$ cat config.mk
export PLATFORM = sky130hd
export DESIGN_NAME = tcw_ctrl
export DESIGN_NICKNAME = d
export VERILOG_FILES = /design/src/rtl/core/tcw_pkg.sv /design/src/rtl/core/tcw_ctrl.sv
export SDC_FILE = /design/constraint.sdc
export NUM_CORES = 1
export LEC_CHECK = 0
export ABC_AREA = 1
export BUFFER_PORTS_ARGS = -buffer_cell sky130_fd_sc_hd__clkbuf_2
export CAP_MARGIN = 20
export CORE_ASPECT_RATIO = 0.7
export CORE_UTILIZATION = 51
export CTS_CLUSTER_DIAMETER = 100
export DETAILED_ROUTE_END_ITERATION = 6
export HOLD_SLACK_MARGIN = 0.06
export PLACE_DENSITY_LB_ADDON = 0.3
export SETUP_SLACK_MARGIN = 0.02
export SLEW_MARGIN = 20
export SYNTH_ARGS = -nofsm -noshare
export SYNTH_HDL_FRONTEND = slang
export SYNTH_SLANG_ARGS = --single-unit
$ cat constraint.sdc
create_clock -name clk -period 3.3 [get_ports clk]
set_clock_uncertainty 0.2 [all_clocks]
set_input_delay 0.33 -clock clk [delete_from_list [all_inputs] [get_ports clk]]
set_output_delay 0.33 -clock clk [all_outputs]
set_load 0.01 [all_outputs]
$ cat src/rtl/core/tcw_pkg.sv
`default_nettype none

package tcw_pkg;

  localparam int SCREEN_COLUMNS = 80;
  localparam int SCREEN_ROWS    = 25;
  localparam int CELL_COUNT     = SCREEN_COLUMNS * SCREEN_ROWS;

  localparam int COL_W    = $clog2(SCREEN_COLUMNS);
  localparam int ROW_W    = $clog2(SCREEN_ROWS);
  localparam int ADDR_W   = $clog2(CELL_COUNT);
  localparam int INDEX_W  = 11;
  localparam int CODE_W   = 8;
  localparam int CELL_W   = 16;
  localparam int ATTR_W   = 8;
  localparam int TAB_W    = 4;
  localparam int PCOL_W   = 7;
  localparam int CMD_W    = 2;
  localparam int CFG_IDX_W  = 2;
  localparam int CFG_DATA_W = 8;
  localparam int CMP_W    = (COL_W > PCOL_W) ? COL_W : PCOL_W;
  localparam int COLSUM_W = ((COL_W > TAB_W) ? COL_W : TAB_W) + 1;
  localparam int WIDE_W   = (ADDR_W > INDEX_W) ? ADDR_W : INDEX_W;

  typedef logic [COL_W-1:0]      col_t;
  typedef logic [ROW_W-1:0]      row_t;
  typedef logic [ADDR_W-1:0]     addr_t;
  typedef logic [INDEX_W-1:0]    index_t;
  typedef logic [CODE_W-1:0]     code_t;
  typedef logic [CELL_W-1:0]     cell_t;
  typedef logic [ATTR_W-1:0]     attr_t;
  typedef logic [TAB_W-1:0]      tab_t;
  typedef logic [PCOL_W-1:0]     pcol_t;
  typedef logic [CMD_W-1:0]      cmd_t;
  typedef logic [CFG_IDX_W-1:0]  cfg_idx_t;
  typedef logic [CFG_DATA_W-1:0] cfg_data_t;
  typedef logic [CMP_W-1:0]      cmp_t;
  typedef logic [COLSUM_W-1:0]   colsum_t;
  typedef logic [WIDE_W-1:0]     wide_t;

  localparam cmd_t CMD_PUT   = 2'd0;
  localparam cmd_t CMD_CLEAR = 2'd1;
  localparam cmd_t CMD_READ  = 2'd2;

  localparam cfg_idx_t CFG_ATTRIBUTE = 2'd0;
  localparam cfg_idx_t CFG_TAB       = 2'd1;
  localparam cfg_idx_t CFG_PROT_COL  = 2'd2;

  localparam attr_t ATTR_RESET     = 8'h07;
  localparam tab_t  TAB_RESET      = 4'd4;
  localparam pcol_t PROT_COL_RESET = 7'd3;

  localparam code_t CH_BS        = 8'h08;
  localparam code_t CH_TAB       = 8'h09;
  localparam code_t CH_LF        = 8'h0A;
  localparam code_t CH_CR        = 8'h0D;
  localparam code_t CH_SPACE     = 8'h20;
  localparam code_t CH_PRINT_END = 8'h80;

  localparam cell_t BLANK_CELL = 16'h0720;

  typedef struct packed {
    attr_t attr;
    tab_t  tab;
    pcol_t pcol;
  } cfg_t;

  typedef struct packed {
    logic  we;
    logic  re;
    addr_t addr;
    cell_t wdata;
  } ram_req_t;

endpackage

`default_nettype wire

$ cat src/rtl/core/tcw_ctrl.sv
`default_nettype none

module tcw_ctrl (
  input  wire logic              clk,
  input  wire logic              rst_n,
  input  wire logic              start,
  input  wire tcw_pkg::cmd_t     command,
  input  wire tcw_pkg::code_t    char_code,
  input  wire tcw_pkg::index_t   cell_index,
  input  wire tcw_pkg::cfg_t     cfg,
  output logic                   busy,
  output tcw_pkg::ram_req_t      ram_req,
  input  wire tcw_pkg::cell_t    ram_rdata,
  output logic                   out_valid,
  output tcw_pkg::index_t        out_cursor_location,
  output tcw_pkg::cell_t         out_cell_data,
  output logic                   out_scrolled
);

  typedef enum logic [3:0] {
    S_IDLE,
    S_DIV,
    S_PHYS,
    S_BASE,
    S_FILL,
    S_WRITE,
    S_RD,
    S_RDWAIT,
    S_APPLY,
    S_FINISH
  } state_t;

  state_t state_r;
  logic   busy_r;
  logic   out_valid_r;
  logic   out_scrolled_r;
  tcw_pkg::index_t out_loc_r;
  tcw_pkg::cell_t  out_data_r;

  tcw_pkg::col_t  col_r;
  tcw_pkg::row_t  row_r;
  tcw_pkg::row_t  top_r;
  logic [tcw_pkg::SCREEN_ROWS-1:0] valid_r;

  logic           is_read_r;
  tcw_pkg::col_t  tcol_r;
  tcw_pkg::row_t  trow_r;
  tcw_pkg::cell_t wdata_r;
  tcw_pkg::col_t  dcol_r;
  tcw_pkg::row_t  drow_r;
  logic           scroll_r;
  tcw_pkg::wide_t rem_r;
  tcw_pkg::row_t  p_r;
  tcw_pkg::addr_t base_r;
  tcw_pkg::col_t  k_r;
  tcw_pkg::cell_t data_r;

  logic           wr_nxt;
  tcw_pkg::col_t  tcol_nxt;
  tcw_pkg::cell_t wdata_nxt;
  tcw_pkg::col_t  dcol_nxt;
  tcw_pkg::row_t  drow_nxt;
  logic           scroll_nxt;
  logic           wrap;
  logic           last_row;
  tcw_pkg::col_t  bs_col;
  tcw_pkg::col_t  bs_next;
  tcw_pkg::colsum_t tab_sum;
  logic           printable;

  tcw_pkg::wide_t alu_a;
  tcw_pkg::wide_t alu_b;
  tcw_pkg::wide_t alu_diff;
  logic           alu_ge;

  tcw_pkg::addr_t loc;

  function automatic tcw_pkg::col_t step_back(tcw_pkg::col_t c, tcw_pkg::pcol_t pc);
    logic hit;
    hit = (tcw_pkg::cmp_t'(c) == tcw_pkg::cmp_t'(pc));
    if (c != '0 && !hit) begin
      return c - tcw_pkg::col_t'(1);
    end
    return c;
  endfunction

  // cursor motion for a put transaction
  assign last_row  = (row_r == tcw_pkg::row_t'(tcw_pkg::SCREEN_ROWS - 1));
  assign bs_col    = step_back(col_r, cfg.pcol);
  assign bs_next   = step_back(bs_col + tcw_pkg::col_t'(1), cfg.pcol);
  assign tab_sum   = tcw_pkg::colsum_t'(col_r) + tcw_pkg::colsum_t'(cfg.tab);
  assign printable = (char_code >= tcw_pkg::CH_SPACE) && (char_code < tcw_pkg::CH_PRINT_END);

  always_comb begin
    wr_nxt     = 1'b0;
    tcol_nxt   = col_r;
    wdata_nxt  = {cfg.attr, char_code};
    dcol_nxt   = col_r;
    drow_nxt   = row_r;
    scroll_nxt = 1'b0;
    wrap       = 1'b0;
    case (char_code)
      tcw_pkg::CH_BS: begin
        wr_nxt    = 1'b1;
        tcol_nxt  = bs_col;
        wdata_nxt = {cfg.attr, tcw_pkg::CH_SPACE};
        if (bs_col == tcw_pkg::col_t'(tcw_pkg::SCREEN_COLUMNS - 1)) begin
          dcol_nxt = '0;
          wrap     = 1'b1;
        end else begin
          dcol_nxt = bs_next;
        end
      end
      tcw_pkg::CH_TAB: begin
        if (tab_sum >= tcw_pkg::colsum_t'(tcw_pkg::SCREEN_COLUMNS)) begin
          dcol_nxt = '0;
          wrap     = 1'b1;
        end else begin
          dcol_nxt = tcw_pkg::col_t'(tab_sum);
        end
      end
      tcw_pkg::CH_CR: begin
        dcol_nxt = '0;
      end
      tcw_pkg::CH_LF: begin
        dcol_nxt = '0;
        wrap     = 1'b1;
      end
      default: begin
        if (printable) begin
          wr_nxt = 1'b1;
          if (col_r == tcw_pkg::col_t'(tcw_pkg::SCREEN_COLUMNS - 1)) begin
            dcol_nxt = '0;
            wrap     = 1'b1;
          end else begin
            dcol_nxt = col_r + tcw_pkg::col_t'(1);
          end
        end
      end
    endcase
    if (wrap) begin
      scroll_nxt = last_row;
      drow_nxt   = last_row ? row_r : row_r + tcw_pkg::row_t'(1);
    end
  end

  // shared subtract and compare: row division and ring row wrap
  always_comb begin
    if (state_r == S_DIV) begin
      alu_a = rem_r;
      alu_b = tcw_pkg::wide_t'(tcw_pkg::SCREEN_COLUMNS);
    end else begin
      alu_a = tcw_pkg::wide_t'(top_r) + tcw_pkg::wide_t'(trow_r);
      alu_b = tcw_pkg::wide_t'(tcw_pkg::SCREEN_ROWS);
    end
    alu_ge   = (alu_a >= alu_b);
    alu_diff = alu_a - alu_b;
  end

  always_comb begin
    ram_req.we    = (state_r == S_FILL) || (state_r == S_WRITE);
    ram_req.re    = (state_r == S_RD);
    ram_req.addr  = base_r + tcw_pkg::addr_t'((state_r == S_FILL) ? k_r : tcol_r);
    ram_req.wdata = ((state_r == S_FILL) && (k_r != tcol_r)) ? tcw_pkg::BLANK_CELL : wdata_r;
  end

  assign loc = tcw_pkg::addr_t'(row_r) * tcw_pkg::addr_t'(tcw_pkg::SCREEN_COLUMNS)
             + tcw_pkg::addr_t'(col_r);

  always_ff @(posedge clk) begin
    if (!rst_n) begin
      state_r     <= S_IDLE;
      busy_r      <= 1'b0;
      out_valid_r <= 1'b0;
      col_r       <= '0;
      row_r       <= '0;
      top_r       <= '0;
      valid_r     <= '0;
    end else begin
      out_valid_r <= 1'b0;
      unique case (state_r)
        S_IDLE: begin
          if (start) begin
            busy_r    <= 1'b1;
            is_read_r <= 1'b0;
            data_r    <= '0;
            dcol_r    <= col_r;
            drow_r    <= row_r;
            scroll_r  <= 1'b0;
            state_r   <= S_APPLY;
            unique case (command)
              tcw_pkg::CMD_PUT: begin
                tcol_r   <= tcol_nxt;
                trow_r   <= row_r;
                wdata_r  <= wdata_nxt;
                dcol_r   <= dcol_nxt;
                drow_r   <= drow_nxt;
                scroll_r <= scroll_nxt;
                if (wr_nxt) begin
                  state_r <= S_PHYS;
                end
              end
              tcw_pkg::CMD_CLEAR: begin
                valid_r <= '0;
                dcol_r  <= '0;
                drow_r  <= '0;
              end
              tcw_pkg::CMD_READ: begin
                if (tcw_pkg::wide_t'(cell_index) < tcw_pkg::wide_t'(tcw_pkg::CELL_COUNT)) begin
                  is_read_r <= 1'b1;
                  rem_r     <= tcw_pkg::wide_t'(cell_index);
                  trow_r    <= '0;
                  state_r   <= S_DIV;
                end
              end
              default: begin
              end
            endcase
          end
        end
        S_DIV: begin
          if (alu_ge) begin
            rem_r  <= alu_diff;
            trow_r <= trow_r + tcw_pkg::row_t'(1);
          end else begin
            tcol_r  <= tcw_pkg::col_t'(rem_r);
            state_r <= S_PHYS;
          end
        end
        S_PHYS: begin
          p_r     <= tcw_pkg::row_t'(alu_ge ? alu_diff : alu_a);
          state_r <= S_BASE;
        end
        S_BASE: begin
          base_r <= tcw_pkg::addr_t'(p_r) * tcw_pkg::addr_t'(tcw_pkg::SCREEN_COLUMNS);
          k_r    <= '0;
          if (is_read_r) begin
            if (valid_r[p_r]) begin
              state_r <= S_RD;
            end else begin
              data_r  <= tcw_pkg::BLANK_CELL;
              state_r <= S_APPLY;
            end
          end else begin
            state_r <= valid_r[p_r] ? S_WRITE : S_FILL;
          end
        end
        S_FILL: begin
          k_r <= k_r + tcw_pkg::col_t'(1);
          if (k_r == tcw_pkg::col_t'(tcw_pkg::SCREEN_COLUMNS - 1)) begin
            valid_r[p_r] <= 1'b1;
            state_r      <= S_APPLY;
          end
        end
        S_WRITE: begin
          state_r <= S_APPLY;
        end
        S_RD: begin
          state_r <= S_RDWAIT;
        end
        S_RDWAIT: begin
          data_r  <= ram_rdata;
          state_r <= S_APPLY;
        end
        S_APPLY: begin
          col_r <= dcol_r;
          row_r <= drow_r;
          if (scroll_r) begin
            valid_r[top_r] <= 1'b0;
            top_r <= (top_r == tcw_pkg::row_t'(tcw_pkg::SCREEN_ROWS - 1)) ?
                     '0 : top_r + tcw_pkg::row_t'(1);
          end
          state_r <= S_FINISH;
        end
        S_FINISH: begin
          out_valid_r    <= 1'b1;
          out_loc_r      <= tcw_pkg::index_t'(loc);
          out_data_r     <= data_r;
          out_scrolled_r <= scroll_r;
          busy_r         <= 1'b0;
          state_r        <= S_IDLE;
        end
        default: begin
          state_r <= S_IDLE;
        end
      endcase
    end
  end

  assign busy                = busy_r;
  assign out_valid           = out_valid_r;
  assign out_cursor_location = out_loc_r;
  assign out_cell_data       = out_data_r;
  assign out_scrolled        = out_scrolled_r;

`ifndef SYNTHESIS
  a_accept_busy: assert property (@(posedge clk) disable iff (!rst_n)
    (start && !busy_r) |=> busy_r)
    else $error("accepted transaction did not raise busy");

  a_strobe_after_finish: assert property (@(posedge clk) disable iff (!rst_n)
    out_valid_r |-> ($past(state_r == S_FINISH) && !busy_r))
    else $error("result strobe without finish");

  a_scroll_last_row: assert property (@(posedge clk) disable iff (!rst_n)
    (out_valid_r && out_scrolled_r) |-> (row_r == tcw_pkg::row_t'(tcw_pkg::SCREEN_ROWS - 1)))
    else $error("scroll left cursor off the last row");

  a_write_in_valid_row: assert property (@(posedge clk) disable iff (!rst_n)
    (state_r == S_WRITE) |-> valid_r[p_r])
    else $error("single cell write into a row that was never filled");
`endif

endmodule

`default_nettype wire

==> Word-level counts from Yosys, hierarchy flattened <==
Index checks and enable logic that the tools add are counted.
{ "classes": {"eq_ne": 36, "mul": 2, "n_reduce_logical": 36, "bitwise": 3, "addsub": 13, "mux": 73, "n_lt_le_gt_ge": 9} }
{ "op_table": {"columns": ["cell", "count"], "rows": [
  ["$mux W25", 4],
  ["$mux W7", 14],
  ["$pmux W25 S3", 1],
  ["$mux W16", 4],
  ["$mux W11", 5],
  ["$pmux W16 S3", 1],
  ["$pmux W7 S2", 3],
  ["$mux W5", 7],
  ["$eq A8 B4 Y1 const B", 4],
  ["$pmux W4 S8", 1],
  ["$pmux W5 S2", 3],
  ["$mux W4", 7],
  ["$and A25 B25 Y25", 1],
  ["$not A25 Y25", 1],
  ["$or A25 B25 Y25", 1],
  ["$add A11 B7 Y11", 2],
  ["$pmux W11 S2", 1],
  ["$add A7 B1 Y7 const B", 3],
  ["$eq A7 B7 Y1 const B", 3],
  ["$pmux W7 S3", 1],
  ["$eq A4 B3 Y1 const B", 4],
  ["$add A5 B1 Y5 const B", 3],
  ["$reduce_and A5 Y1", 3],
  ["$eq A7 B7 Y1", 2],
  ["other kinds (43)", 93]
]} }
{ "word_totals": {"wordCells": 195, "in_bits": 59, "reg_bits": 164, "out_inout_bits": 59} }

==> Logic depth before layout (Yosys ltp) <==
Gate-level depths: netlist (run 1).
{ "logic_depth": {"ltp_word": 14, "depth_mapped": 27} }

==> Worst setup path after synthesis (run 1) <==
Ideal clock, no wire load.
{ "synth_timing": {"path_type": "register to register", "from": "reg p_r[1]", "to": "reg data_r[0], enable pin", "path_stages_with_launch": 11, "path_slack_ps": -386, "t_arrival_ps": 3055, "period_less_slack_ps": 3686, "setup_time_ps": 430, "cell_sequence": "edfxtp_1 > inv_1 > nor2_1 > inv_1 > o21ai_0 > a221oi_1 > o211a_1 > nand4_1 > nand2_1 > o21ai_0 > nor4_1"} }
{ "synth_via": {"elab_chain_cells": 4} }
{ "synth_lines": {"columns": ["element", "line_no", "rtl"], "rows": [
  ["start: declaration", "tcw_ctrl.sv:53", "tcw_pkg::row_t p_r;"],
  ["start signal: assignment", "tcw_ctrl.sv:231", "p_r <= tcw_pkg::row_t'(alu_ge ? alu_diff : alu_a);"],
  ["$bmux W1 S5", "tcw_ctrl.sv:238", "if (valid_r[p_r]) begin"],
  ["$mux W1 (implied by the code)", "tcw_ctrl.sv:238", null],
  ["$ne A2 B2 Y1 (no source line)", null, null],
  ["$reduce_and A5 Y1 (no source line)", null, null],
  ["end signal: assignment", "tcw_ctrl.sv:241", "data_r <= tcw_pkg::BLANK_CELL;"],
  ["end signal: assignment", "tcw_ctrl.sv:262", "data_r <= ram_rdata;"],
  ["end: declaration", "tcw_ctrl.sv:56", "tcw_pkg::cell_t data_r;"]
]} }
Every way passes these cells. The select of a mux whose other input is x is not followed.
A chain may end at the register's enable or synchronous reset.

==> Worst setup path in the final report (run 1) <==
{ "layout_timing": {"from": "reg col_r[0]", "to": "reg dcol_r[4], data pin"} }
{ "layout_via": {"elab_chain_cells": 14} }
{ "layout_lines": {"columns": ["element", "line_no", "rtl"], "rows": [
  ["start: declaration", "tcw_ctrl.sv:40", "tcw_pkg::col_t col_r;"],
  ["start signal: assignment", "tcw_ctrl.sv:266", "col_r <= dcol_r;"],
  ["branches (longest 12 deep; another with $sub A7 B1 Y7)", null, null],
  ["$pmux W7 S3 *", "tcw_ctrl.sv:102", "case (char_code)"],
  ["$pmux W7 S2 *", "tcw_ctrl.sv:191", "unique case (command)"],
  ["end signal: assignment", "tcw_ctrl.sv:187", "dcol_r <= col_r;"],
  ["end signal: assignment", "tcw_ctrl.sv:196", "dcol_r <= dcol_nxt;"],
  ["end: declaration", "tcw_ctrl.sv:49", "tcw_pkg::col_t dcol_r;"]
]} }
Every way passes the cells marked *. The select of a mux whose other input is x is not followed.

==> metrics, run 1 <==
outcome finished, violations left; failing checks setup timing; critical setup path kind flip-flop to flip-flop; TritonRoute pass-1 iters 5; via count 9792; CTS tree yes; FF-to-FF path depth 22; initial drt markers 1233; number of synthesized flops with an enable pin 116; DIE HEIGHT 119 um; CP required 3.29 ns; Primary FF master, synth edfxtp_1; top cells by area, synth edfxtp_1 (35%), dfxtp_1 (9.6%), nand2_1 (8.8%); Inst Count DP 1670; Slew Viols, Final 0; Overall Global Routing Usage 29.7%; Critical Path Fanout Max 7; HP Start cell_index[6]; WP data arrival 3.42 ns; initial antenna violation count 0; Post-Layout Cell Count 1755; Clk Latency, worst-skew pair 0.44 ns; Seq cells post-synth 164; Avg Inst Size Synth 8.15 sq um; WHS 0.0818 ns; CTS root buf clkbuf_16; nets 1583; vias in the first global route 8809; Synth top area share 34.6%; Ports 118; Synth Net Count 1338; Post-Syn Instances 1233; worst reg2reg path startpoint col_r[0]; Tcrit/Tclk final 104%; register area share after synthesis 44.2%; P_leak 5.63 nW; PortBufs 117; Netlist cell types 58; Final Hold Fails 0; number of diodes 0; Startpoint Class flip-flop; # fillers 1527; clk buf depth 2; Max-Cap Viols 0; Starting Density 52.6%; DP Area 11600 sq um; R2R Setup Slk -0.13 ns; row cnt 42; Syn-to-layout area delta 28.6%; crit end category flip-flop; Setup TNS -0.552 ns; Final WS setup -0.129 ns; RSZ-0062 raised after global routing true; Slew HR 30.9%; Chip Width 170 um; Synth Warn # 0; commonest cells in the netlist nand2_1 (235), inv_1 (160), nor2_1 (123), edfxtp_1 (116), nand3_1 (86); first-pass GRT wire length 46100 um; pre-CTS worst setup slack -0.141 ns; Synth async-reset ratio 0%; CTS sink count 164; vias per inst 5.58; max frequency 292 MHz; fin area 12900 sq um; H-tree depth 4; hold depth 3; drt wl/cell 17.1 um; proportion of layout cells with a drive suffix above 1 23.8%; Setup Viol. Count Final 7; Post-DRT Antenna Nets 0; peak supply drop 0.000752 V; core area 19100 sq um; Power, Total 11.4 mW; worst hold endpoint rem_r[6]; R2R Path End dcol_r[4]; Remaining Overflow, GRT 0; hpwl dp 22100 um; multi-input logic area 5030 sq um; fin util 67.6%; final WL 30000 um; residual DRC count 0; CTS Buf Count 17; Hold Path Class input pin to flip-flop; leading cell type by number of instances after synthesis nand2_1; Post-Syn Area 10100 sq um; power density over cell area 884 nW/um^2; largest net degree at the start of global routing 37; DIE AREA 20300 sq um; clock-pin slew on the worst setup and hold paths 0.07 ns; post-layout minimum cycle time 3.43 ns; area leader, netlist edfxtp_1; gpl congestion 1.02; measured slew at the worst slew-check pin 1.03 ns; register area 4460 sq um
==> worst max-delay path by stage <==
stage | from | endpoint | slack [ns] | cells past startpoint
after detailed placement | col_r[0] | dcol_r[2] | -0.14 | 21
final | col_r[0] | dcol_r[4] | -0.13 | 22
after global placement | col_r[0] | dcol_r[5] | -0.02 | 20
after global routing | col_r[0] | dcol_r[4] | -0.23 | 22
after CTS | state_r[3] | ram_req[26] | 0.02 | 14
after floorplan | col_r[0] | dcol_r[2] | 0.02 | 23
==> layout by cell type (no fill, tap or decap), types with 8 or more instances in the layout <==
cell | synthesis | layout
dfxtp_1 | 48 | 39
xnor2_1 | 14 | 14
o21a_1 | 8 | 8
nand2_1 | 235 | 222
nor3_1 | 38 | 36
edfxtp_1 | 116 | 116
nand2_2 | 9 | 18
a22oi_1 | 9 | 9
o211ai_1 | 12 | 12
dlygate4sd3_1 | 0 | 41
inv_2 | 15 | 16
xor2_1 | 28 | 28
a2bb2oi_1 | 8 | 8
inv_1 | 160 | 157
ha_1 | 40 | 37
nand4_1 | 9 | 9
nor2_1 | 123 | 118
o21ai_1 | 6 | 10
o22ai_1 | 9 | 9
nand3_1 | 86 | 83
a21oi_1 | 60 | 60
clkbuf_2 | 0 | 116
nor4_1 | 11 | 10
o31ai_1 | 8 | 8
buf_4 | 2 | 99
o21ai_0 | 75 | 68
a31oi_1 | 8 | 8
clkbuf_16 | 0 | 17
==> state kept, by name (all words and copies together) (netlist names), named ones only <==
signal and cells:
valid_r 25, data_r 16, out_cell_data 16, wdata_r 16, out_cursor_location 11, rem_r 9, base_r 7, col_r 7
dcol_r 7, k_r 7, tcol_r 7, drow_r 5, p_r 5, row_r 5, top_r 5, trow_r 5
state_r 4, busy 1, is_read_r 1, out_scrolled 1, out_valid 1, scroll_r 1
==> power breakdown <==
group          switching (mW)  leakage [nW]  internal, mW
sequential              0.227          1.47          2.65
combinational            4.07          3.85          2.44
clock                    1.01         0.302          1.04
total                    5.30          5.63          6.13
==> repair_timing <==
item | 4_1_cts | 5_1_grt
endpoints found under the hold margin | 41 | 0
resized for setup | 18 | 51
pin swaps | 14 | 27
setup buffers | 7 | 5
endpoints found under the setup margin | 14 | 55
hold buffers | 41 | 0
==> layout make-up <==
cell class	instances	area share [%]
clock buffers	17	3.29
repair buffers	261	13.9
well taps	264	2.55
inverters	180	5.30
clock inverters	15	1.56
multi-input cells	854	38.9
flip-flops and latches	164	34.5
==> routing by layer <==
layer | vias up | share of wire, % | GRT usage (%)
met1 | 4563 | 46 | 43.5
met2 | 539 | 40 | 40.9
met3 | 34 | 13 | 11.0
li1 | 4656 | - | -
met4 | 0 | 1.2 | 6.98
met5 | - | 0 | 0
==> logic make-up (layout without fill, tap and decap cells) <==
logic type | Yosys count | count (layout) | synth area share, %
XOR/XNOR | 43 | 43 | 3.82
AND/OR/NAND/NOR | 543 | 543 | 24.3
AO/OA/AOI/OAI | 221 | 221 | 13.2
flip-flops | 164 | 164 | 44.2
buffers and inverters | 215 | 473 | 8.21
multiplexers | 1 | 1 | 0.0996
adder cells (fa/ha/maj) | 46 | 46 | 6.17
==> worst max-delay path: stages, from the launching register on <==
cell and delay, ns:
dfxtp_4 0.38, inv_4 0.05, ha_4 0.16, nand3_4 0.09, nor3_4 0.05, o21bai_4 0.21
buf_4 0.15, buf_4 0.12, buf_4 0.16, nand2_1 0.07, nand2_2 0.12, nor2_4 0.22
nand3_2 0.10, nand2_1 0.10, nand2_1 0.13, inv_2 0.14, nand4_4 0.20, nand3b_1 0.15
nand2_1 0.05, nand2_1 0.11, nand3_1 0.10, nand2_1 0.07, nand2_1 0.05
Note: power is estimated with default switching activity, not from simulation.
==> inputs of run 2 (changes only) <==
--- a/config.mk
+++ b/config.mk
@@ -5,7 +5,6 @@
 export SDC_FILE = /design/constraint.sdc
 export NUM_CORES = 1
 export LEC_CHECK = 0
-export ABC_AREA = 1
 export BUFFER_PORTS_ARGS = -buffer_cell sky130_fd_sc_hd__clkbuf_2
 export CAP_MARGIN = 20
 export CORE_ASPECT_RATIO = 0.7
==> metrics, run 2 <==
outcome finished, violations left; failing checks setup timing; clock-pin slew on the worst setup and hold paths 0.07 ns (about the same); Post-Syn Instances 1024 (-17%); crit end category flip-flop; critical-path cell list inv_4 > ha_4 > nor4b_4 > nand2_2 > o21a_1 > xnor2_2 > inv_2 > ha_4 > xnor2_4 > xor2_2 > nor4_4 > a32oi_4 > xnor2_2 > a221o_1 > a22o_1; switch share 37.9% (-8.5 points); HP Start rst_n; commonest cells in the netlist edfxtp_1 (116), a21oi_1 (110), nor2_1 (109), nand2_1 (107), o21ai_0 (67); Syn-to-layout area delta 32.7%; P_leak 5.27 nW (-6.3%); # fillers 1343 (-12%); Setup TNS -1.94 ns (-1.39 ns); PortBufs 117 (unchanged); peak supply drop 0.000401 V (-47%); row cnt 41 (-2.4%); Remaining Overflow, GRT 0 (unchanged); FF-to-FF path depth 15 (-32%); NetSw 3.26 mW (-39%); measured slew at the worst slew-check pin 0.752 ns (-0.274 ns); crit-path max cell delay 0.39 ns (about the same); initial drt markers 1097 (-11%); first-pass GRT wire length 44400 um (-3.9%); DIE HEIGHT 118 um (-1.5%); multi-input logic area 5310 sq um (+5.4%); register area 4450 sq um (-0.22%); Post-Syn Area 9760 sq um (-3.0%); GR peak layer met1; CTS sink count 164 (unchanged); Starting Density 53.1% (+0.56 points); RSZ-0062 raised after global routing true; Setup Viol. Count Final 12 (+5); Worst Setup SP col_r[0]; TritonRoute pass-1 iters 5 (unchanged); CTS Buf Count 17 (unchanged); H-tree depth 4 (unchanged); Synth Warn # 0 (unchanged); Netlist cell types 83 (+43%); drt wl/cell 18.4 um (+7.8%); max frequency 277 MHz (-5.0%); via count 8946 (-8.6%); WP data arrival 3.60 ns (+0.18 ns); worst reg2reg path startpoint col_r[0]; Clk Latency, worst-skew pair 0.44 ns (about the same); leading cell type by number of instances after synthesis edfxtp_1; final WL 28500 um (-5.1%); gpl congestion 0.983 (-4.0%); DIE AREA 19700 sq um (-2.9%); met3 GRT Util 9.99% (-1.0 points); Critical Path Fanout Max 5 (-2); vias per inst 5.79 (+3.8%); Clk pwr share 22.9% (+5.0 points); Post-Layout Cell Count 1545 (-12%); Tcrit/Tclk final 109% (+5.5 points); register area share after synthesis 45.6% (+1.4 points); Hold Path Class input pin to flip-flop; hpwl dp 20200 um (-8.2%); Comb pwr share 46.8% (-10 points); hold depth 4 (+1); Slew Viols, Final 0 (unchanged); number of synthesized flops with an enable pin 116 (unchanged); Seq cells post-synth 164 (unchanged); power density over cell area 665 nW/um^2 (-25%); Synth async-reset ratio 0% (unchanged); Synth Net Count 1129 (-16%); largest register by flop count valid_r; Inst Count DP 1447 (-13%); Slew HR 49.7% (+19 points); Seq pwr share 30.3% (+5.2 points); commonest non-fill, non-tap cell in the layout buf_4; top cells by area, synth edfxtp_1 (36%), dfxtp_1 (9.8%), a21oi_1 (5.6%); Power, Total 8.61 mW (-25%); fin area 12900 sq um (about the same); CTS tree yes; proportion of layout cells with a drive suffix above 1 30.0% (+6.2 points); Final WS setup -0.309 ns (-0.181 ns); core area 18400 sq um (-4.0%); clk buf depth 2 (unchanged); CTS root buf clkbuf_16; Ports 118 (unchanged); Overall Global Routing Usage 29.0% (-0.63 points); Chip Width 167 um (-1.5%); initial antenna violation count 1 (+1); vias in the first global route 8424 (-4.4%); GR Util met1 41.8% (-1.7 points); DP Area 11500 sq um (-1.0%); Final Hold Fails 0 (unchanged); GR Util met2 41.1% (+0.21 points); Startpoint Class flip-flop; Largest register FFs 25 (unchanged); Max-Cap Viols 0 (unchanged); critical setup path kind flip-flop to flip-flop; Primary FF master, synth edfxtp_1; largest net degree at the start of global routing 35 (-5.4%); area leader, netlist edfxtp_1; CP max stage cell dfxtp_4; residual DRC count 0 (unchanged); Post-DRT Antenna Nets 0 (unchanged); Avg Inst Size Synth 9.53 sq um (+17%); CP required 3.29 ns (about the same); internal power 5.35 mW (-13%); most frequent cells in the layout buf_4 (141), clkbuf_2 (117), edfxtp_1 (116), nor2_1 (105), a21oi_1 (105); post-layout minimum cycle time 3.61 ns (+0.181 ns); Synth top area share 35.7% (+1.1 points); nets 1400 (-12%)
==> run 2: cell count changes after synthesis, moves of 12 or more <==
cell      delta
and2_1      +30
nand2_1    -128
xnor2_1     +32
a21oi_1     +50
inv_2       -15
nand3_1     -63
clkbuf_1    +23
inv_1      -126
nor2_1      -14
nor2b_1     +12
==> run 2: routing by layer <==
metal,up-vias,part of all wire [%]
met4,0,1.8
met3,47,11
met5,-,0
met1,4206,46
li1,4197,-
met2,496,41
==> run 2: worst paths after layout <==
| kind | end | slack, ns |
|---|---|---|
| min | busy | 0.18 |
| min reg2reg | out_cell_data[1] | 0.22 |
| max reg2reg | dcol_r[0] | -0.31 |
| max | dcol_r[0] | -0.31 |
==> run 2: final cells by class <==
class | instances | share of cell area (%)
Timing Repair Buffer | 309 | 16.8
Clock inverter | 15 | 1.20
Inverter | 34 | 1.02
Tap cell | 236 | 2.28
Clock buffer | 17 | 3.29
Multi-Input combinational cell | 769 | 41.0
Antenna cell | 1 | 0.0193
Sequential cell | 164 | 34.4
==> run 2: power groups by stage <==
stage	registers [mW]	clock network, mW	logic [mW]
after floorplan	2.60	0	2.07
after global placement	2.63	0	3.27
after detailed placement	2.64	0	3.33
after CTS	2.60	1.99	3.67
after global routing	2.62	2.08	4.28
final	2.61	1.97	4.03
==> run 2: worst max-delay path, delay by kind of cell, from the launching register on <==
| family | cells | cell delay (ns) |
|---|---|---|
| AOI/OAI and AO/OA | 4 | 0.86 |
| xor gates and xnor gates | 4 | 0.70 |
| adders and majority gates | 2 | 0.34 |
| buffers and inverters | 2 | 0.16 |
| DFF | 1 | 0.39 |
| and+or+nand+nor | 3 | 0.70 |
==> run 2: cell families (layout without fill, tap and decap cells) <==
group | after synthesis | in the layout | synth area share, %
AND/OR/NAND/NOR | 379 | 379 | 19.1
AO/OA/AOI/OAI | 255 | 255 | 15.7
flip-flops | 164 | 164 | 45.6
buffers and inverters | 91 | 375 | 3.77
XOR/XNOR | 73 | 73 | 7.17
adder cells (fa/ha/maj) | 46 | 46 | 6.36
multiplexers | 16 | 16 | 2.32
other | 0 | 1 | 0
==> run 2: what timing repair did <==
item / CTS / global route
pin swaps: 20 / 14
hold endpoints to repair: 44 / 0
hold buffers: 44 / 0
setup endpoints to repair: 14 / 60
resized for setup: 35 / 30
setup buffers: 10 / 12
==> run 2: metrics by stage <==
stage	hold slack, ns	util [%]	setup WS, ns
2_1_floorplan	0.200	-	-0.462
3_3_place_gp	0.200	62.5	-0.298
3_5_place_dp	0.205	62.5	-0.420
4_1_cts	0.164	69.3	-0.198
5_1_grt	0.194	70.5	-0.407
6_report	0.178	70.5	-0.309
==> inputs of run 3 (changes only) <==
--- a/config.mk
+++ b/config.mk
@@ -11,6 +11,7 @@
 export CORE_UTILIZATION = 51
 export CTS_CLUSTER_DIAMETER = 100
 export DETAILED_ROUTE_END_ITERATION = 6
+export GPL_TIMING_DRIVEN = 0
 export HOLD_SLACK_MARGIN = 0.06
 export PLACE_DENSITY_LB_ADDON = 0.3
 export SETUP_SLACK_MARGIN = 0.02
==> metrics, run 3 (synthesis gave the netlist of run 2 again) <==
Slew Viols, Final 0 (unchanged); critical setup path kind flip-flop to flip-flop; core area 18400 sq um (unchanged); DIE HEIGHT 118 um (unchanged); Starting Density 53.1% (unchanged); via count 8774 (-1.9%); critical-path cell list xnor2_1 > nand4_4 > o21ai_4 > nand2_1 > o21ai_2 > ha_4 > o21ai_4 > nor4_4 > xnor2_4 > xnor2_2 > a32oi_4 > xnor2_2 > a221o_1 > a22o_1; CTS root buf clkbuf_16; Final WS setup -0.586 ns (-0.277 ns); P_leak 4.97 nW (-5.7%); row cnt 41 (unchanged); vias per inst 5.83 (+0.75%); worst reg2reg path startpoint col_r[6]; DIE AREA 19700 sq um (unchanged); Setup Viol. Count Final 13 (+1); crit-path max cell delay 0.50 ns (+0.11 ns); RSZ-0062 raised after global routing true; worst hold endpoint out_cell_data[3]; most frequent cells in the layout clkbuf_2 (119), edfxtp_1 (116), a21oi_1 (107), nand2_1 (104), nor2_1 (104); largest register by flop count valid_r; Overall Global Routing Usage 28.7% (-0.35 points); PortBufs 117 (unchanged); peak supply drop 0.000385 V (-4.1%); power density over cell area 670 nW/um^2 (+0.63%); Power, Total 8.46 mW (-1.8%); CTS sink count 164 (unchanged); measured slew at the worst slew-check pin 1.01 ns (+0.260 ns); Setup TNS -5.10 ns (-3.16 ns); NetSw 3.23 mW (-0.85%); CTS Buf Count 17 (unchanged); Final Hold Fails 0 (unchanged); largest net degree at the start of global routing 24 (-31%); R2R Path End dcol_r[0]; WP data arrival 3.88 ns (+0.28 ns); commonest non-fill, non-tap cell in the layout clkbuf_2; Critical Path Fanout Max 8 (+3); clock-pin slew on the worst setup and hold paths 0.07 ns (about the same); Syn-to-layout area delta 29.5%; Comb pwr share 44.8% (-2.0 points); FF-to-FF path depth 14 (-1); Slew HR 32.0% (-18 points); TritonRoute pass-1 iters 7 (+2); residual DRC count 14 (+14); Inst Count DP 1379 (-4.7%); gpl congestion 0.995 (+1.2%); Startpoint Class flip-flop; Hold Path Class flip-flop to flip-flop; CP max stage cell dfxtp_1; R2R Setup Slk -0.59 ns (-0.28 ns); Post-DRT Antenna Nets 0 (unchanged); hold depth 0 (-4); HP Start data_r[3]; clk buf depth 2 (unchanged); Max-Cap Viols 0 (unchanged); Tcrit/Tclk final 118% (+8.4 points); vias in the first global route 7967 (-5.4%); Chip Width 167 um (unchanged); internal power 5.23 mW (-2.3%); proportion of layout cells with a drive suffix above 1 25.3% (-4.7 points); max frequency 257 MHz (-7.1%); initial antenna violation count 1 (unchanged); Clk pwr share 24.3% (+1.4 points); CTS tree yes; nets 1360 (-2.9%); initial drt markers 1158 (+5.6%); post-layout minimum cycle time 3.89 ns (+0.277 ns); CP required 3.29 ns (about the same); Ports 118 (unchanged); Clk Latency, worst-skew pair 0.44 ns (about the same); failing checks DRC, setup timing; final WL 28400 um (-0.40%); drt wl/cell 18.9 um (+2.3%); H-tree depth 4 (unchanged); switch share 38.2% (+0.35 points); Remaining Overflow, GRT 0 (unchanged); hpwl dp 19400 um (-4.4%); crit end category flip-flop; Largest register FFs 25 (unchanged); first-pass GRT wire length 43700 um (-1.4%); Post-Layout Cell Count 1504 (-2.7%); outcome finished, violations left; Seq pwr share 30.9% (+0.6 points); pre-CTS worst setup slack -1.02 ns (-0.603 ns); number of diodes 0 (-1)
-- run 3: changes by cell type in the layout (fill, tap and decap cells not counted), moves of 3 or more --
cell / delta
buf_6: +3
buf_1: +3
inv_8: -3
dfxtp_2: +3
ha_1: -3
clkbuf_1: +38
dfxtp_1: -5
buf_4: -92
-- run 3: worst max-delay path, delay by kind of cell, from the launching register on --
family                     cells  cell delay (ns)
DFF                            1             0.50
adders and majority gates      1             0.23
and+or+nand+nor                3             0.70
xor gates and xnor gates       4             0.67
AOI/OAI and AO/OA              6             1.35
-- run 3: power groups by stage --
stage	Sequential (mW)	Combinational [mW]	Clock [mW]
floorplan	2.60	2.07	0
global placement	2.64	2.72	0
detailed placement	2.64	2.77	0
CTS	2.60	3.23	2.05
global route	2.63	4.01	2.15
finish	2.61	3.79	2.05
-- run 3: cell type report --
cell class	count	area, sq um
Fill cell	1381	5730
Multi-Input combinational cell	769	5360
Sequential cell	164	4460
Timing Repair Buffer	213	1470
Clock buffer	18	429
Buffer	56	304
Tap cell	236	295
Clock inverter	14	165
Inverter	34	148
-- run 3: how the worst max path moves through the flow --
stage / startpoint / endpoint / slack [ns] / cells after the start
floorplan: col_r[0] / dcol_r[0] / -0.46 / 17
global placement: col_r[0] / dcol_r[0] / -0.97 / 17
detailed placement: col_r[0] / dcol_r[0] / -1.02 / 17
CTS: col_r[0] / dcol_r[0] / -0.51 / 17
global route: col_r[6] / dcol_r[0] / -0.71 / 14
finish: col_r[6] / dcol_r[0] / -0.59 / 14
-- run 3: layer usage --
layer / up-vias / part of all wire, % / GRT usage (%)
met5: - / 0.067 / 0
met3: 42 / 12 / 7.60
li1: 4109 / - / -
met2: 516 / 42 / 39.8
met4: 2 / 1.4 / 6.54
met1: 4105 / 45 / 44.0
-- run 3: through the flow --
step,cell area [sq um],hold WS [ns],util [%]
final,12600,0.220,68.8
after global routing,12600,0.223,68.8
after CTS,12300,0.220,66.8
after detailed placement,10800,0.205,58.8
after global placement,10700,0.200,58.4
after floorplan,9850,0.200,-
-- run 3: what timing repair did --
item	in CTS	in global routing
endpoints found under the setup margin	62	63
hold buffers	45	0
resized for setup	55	67
pin swaps	23	14
endpoints found under the hold margin	45	0
setup buffers	29	20
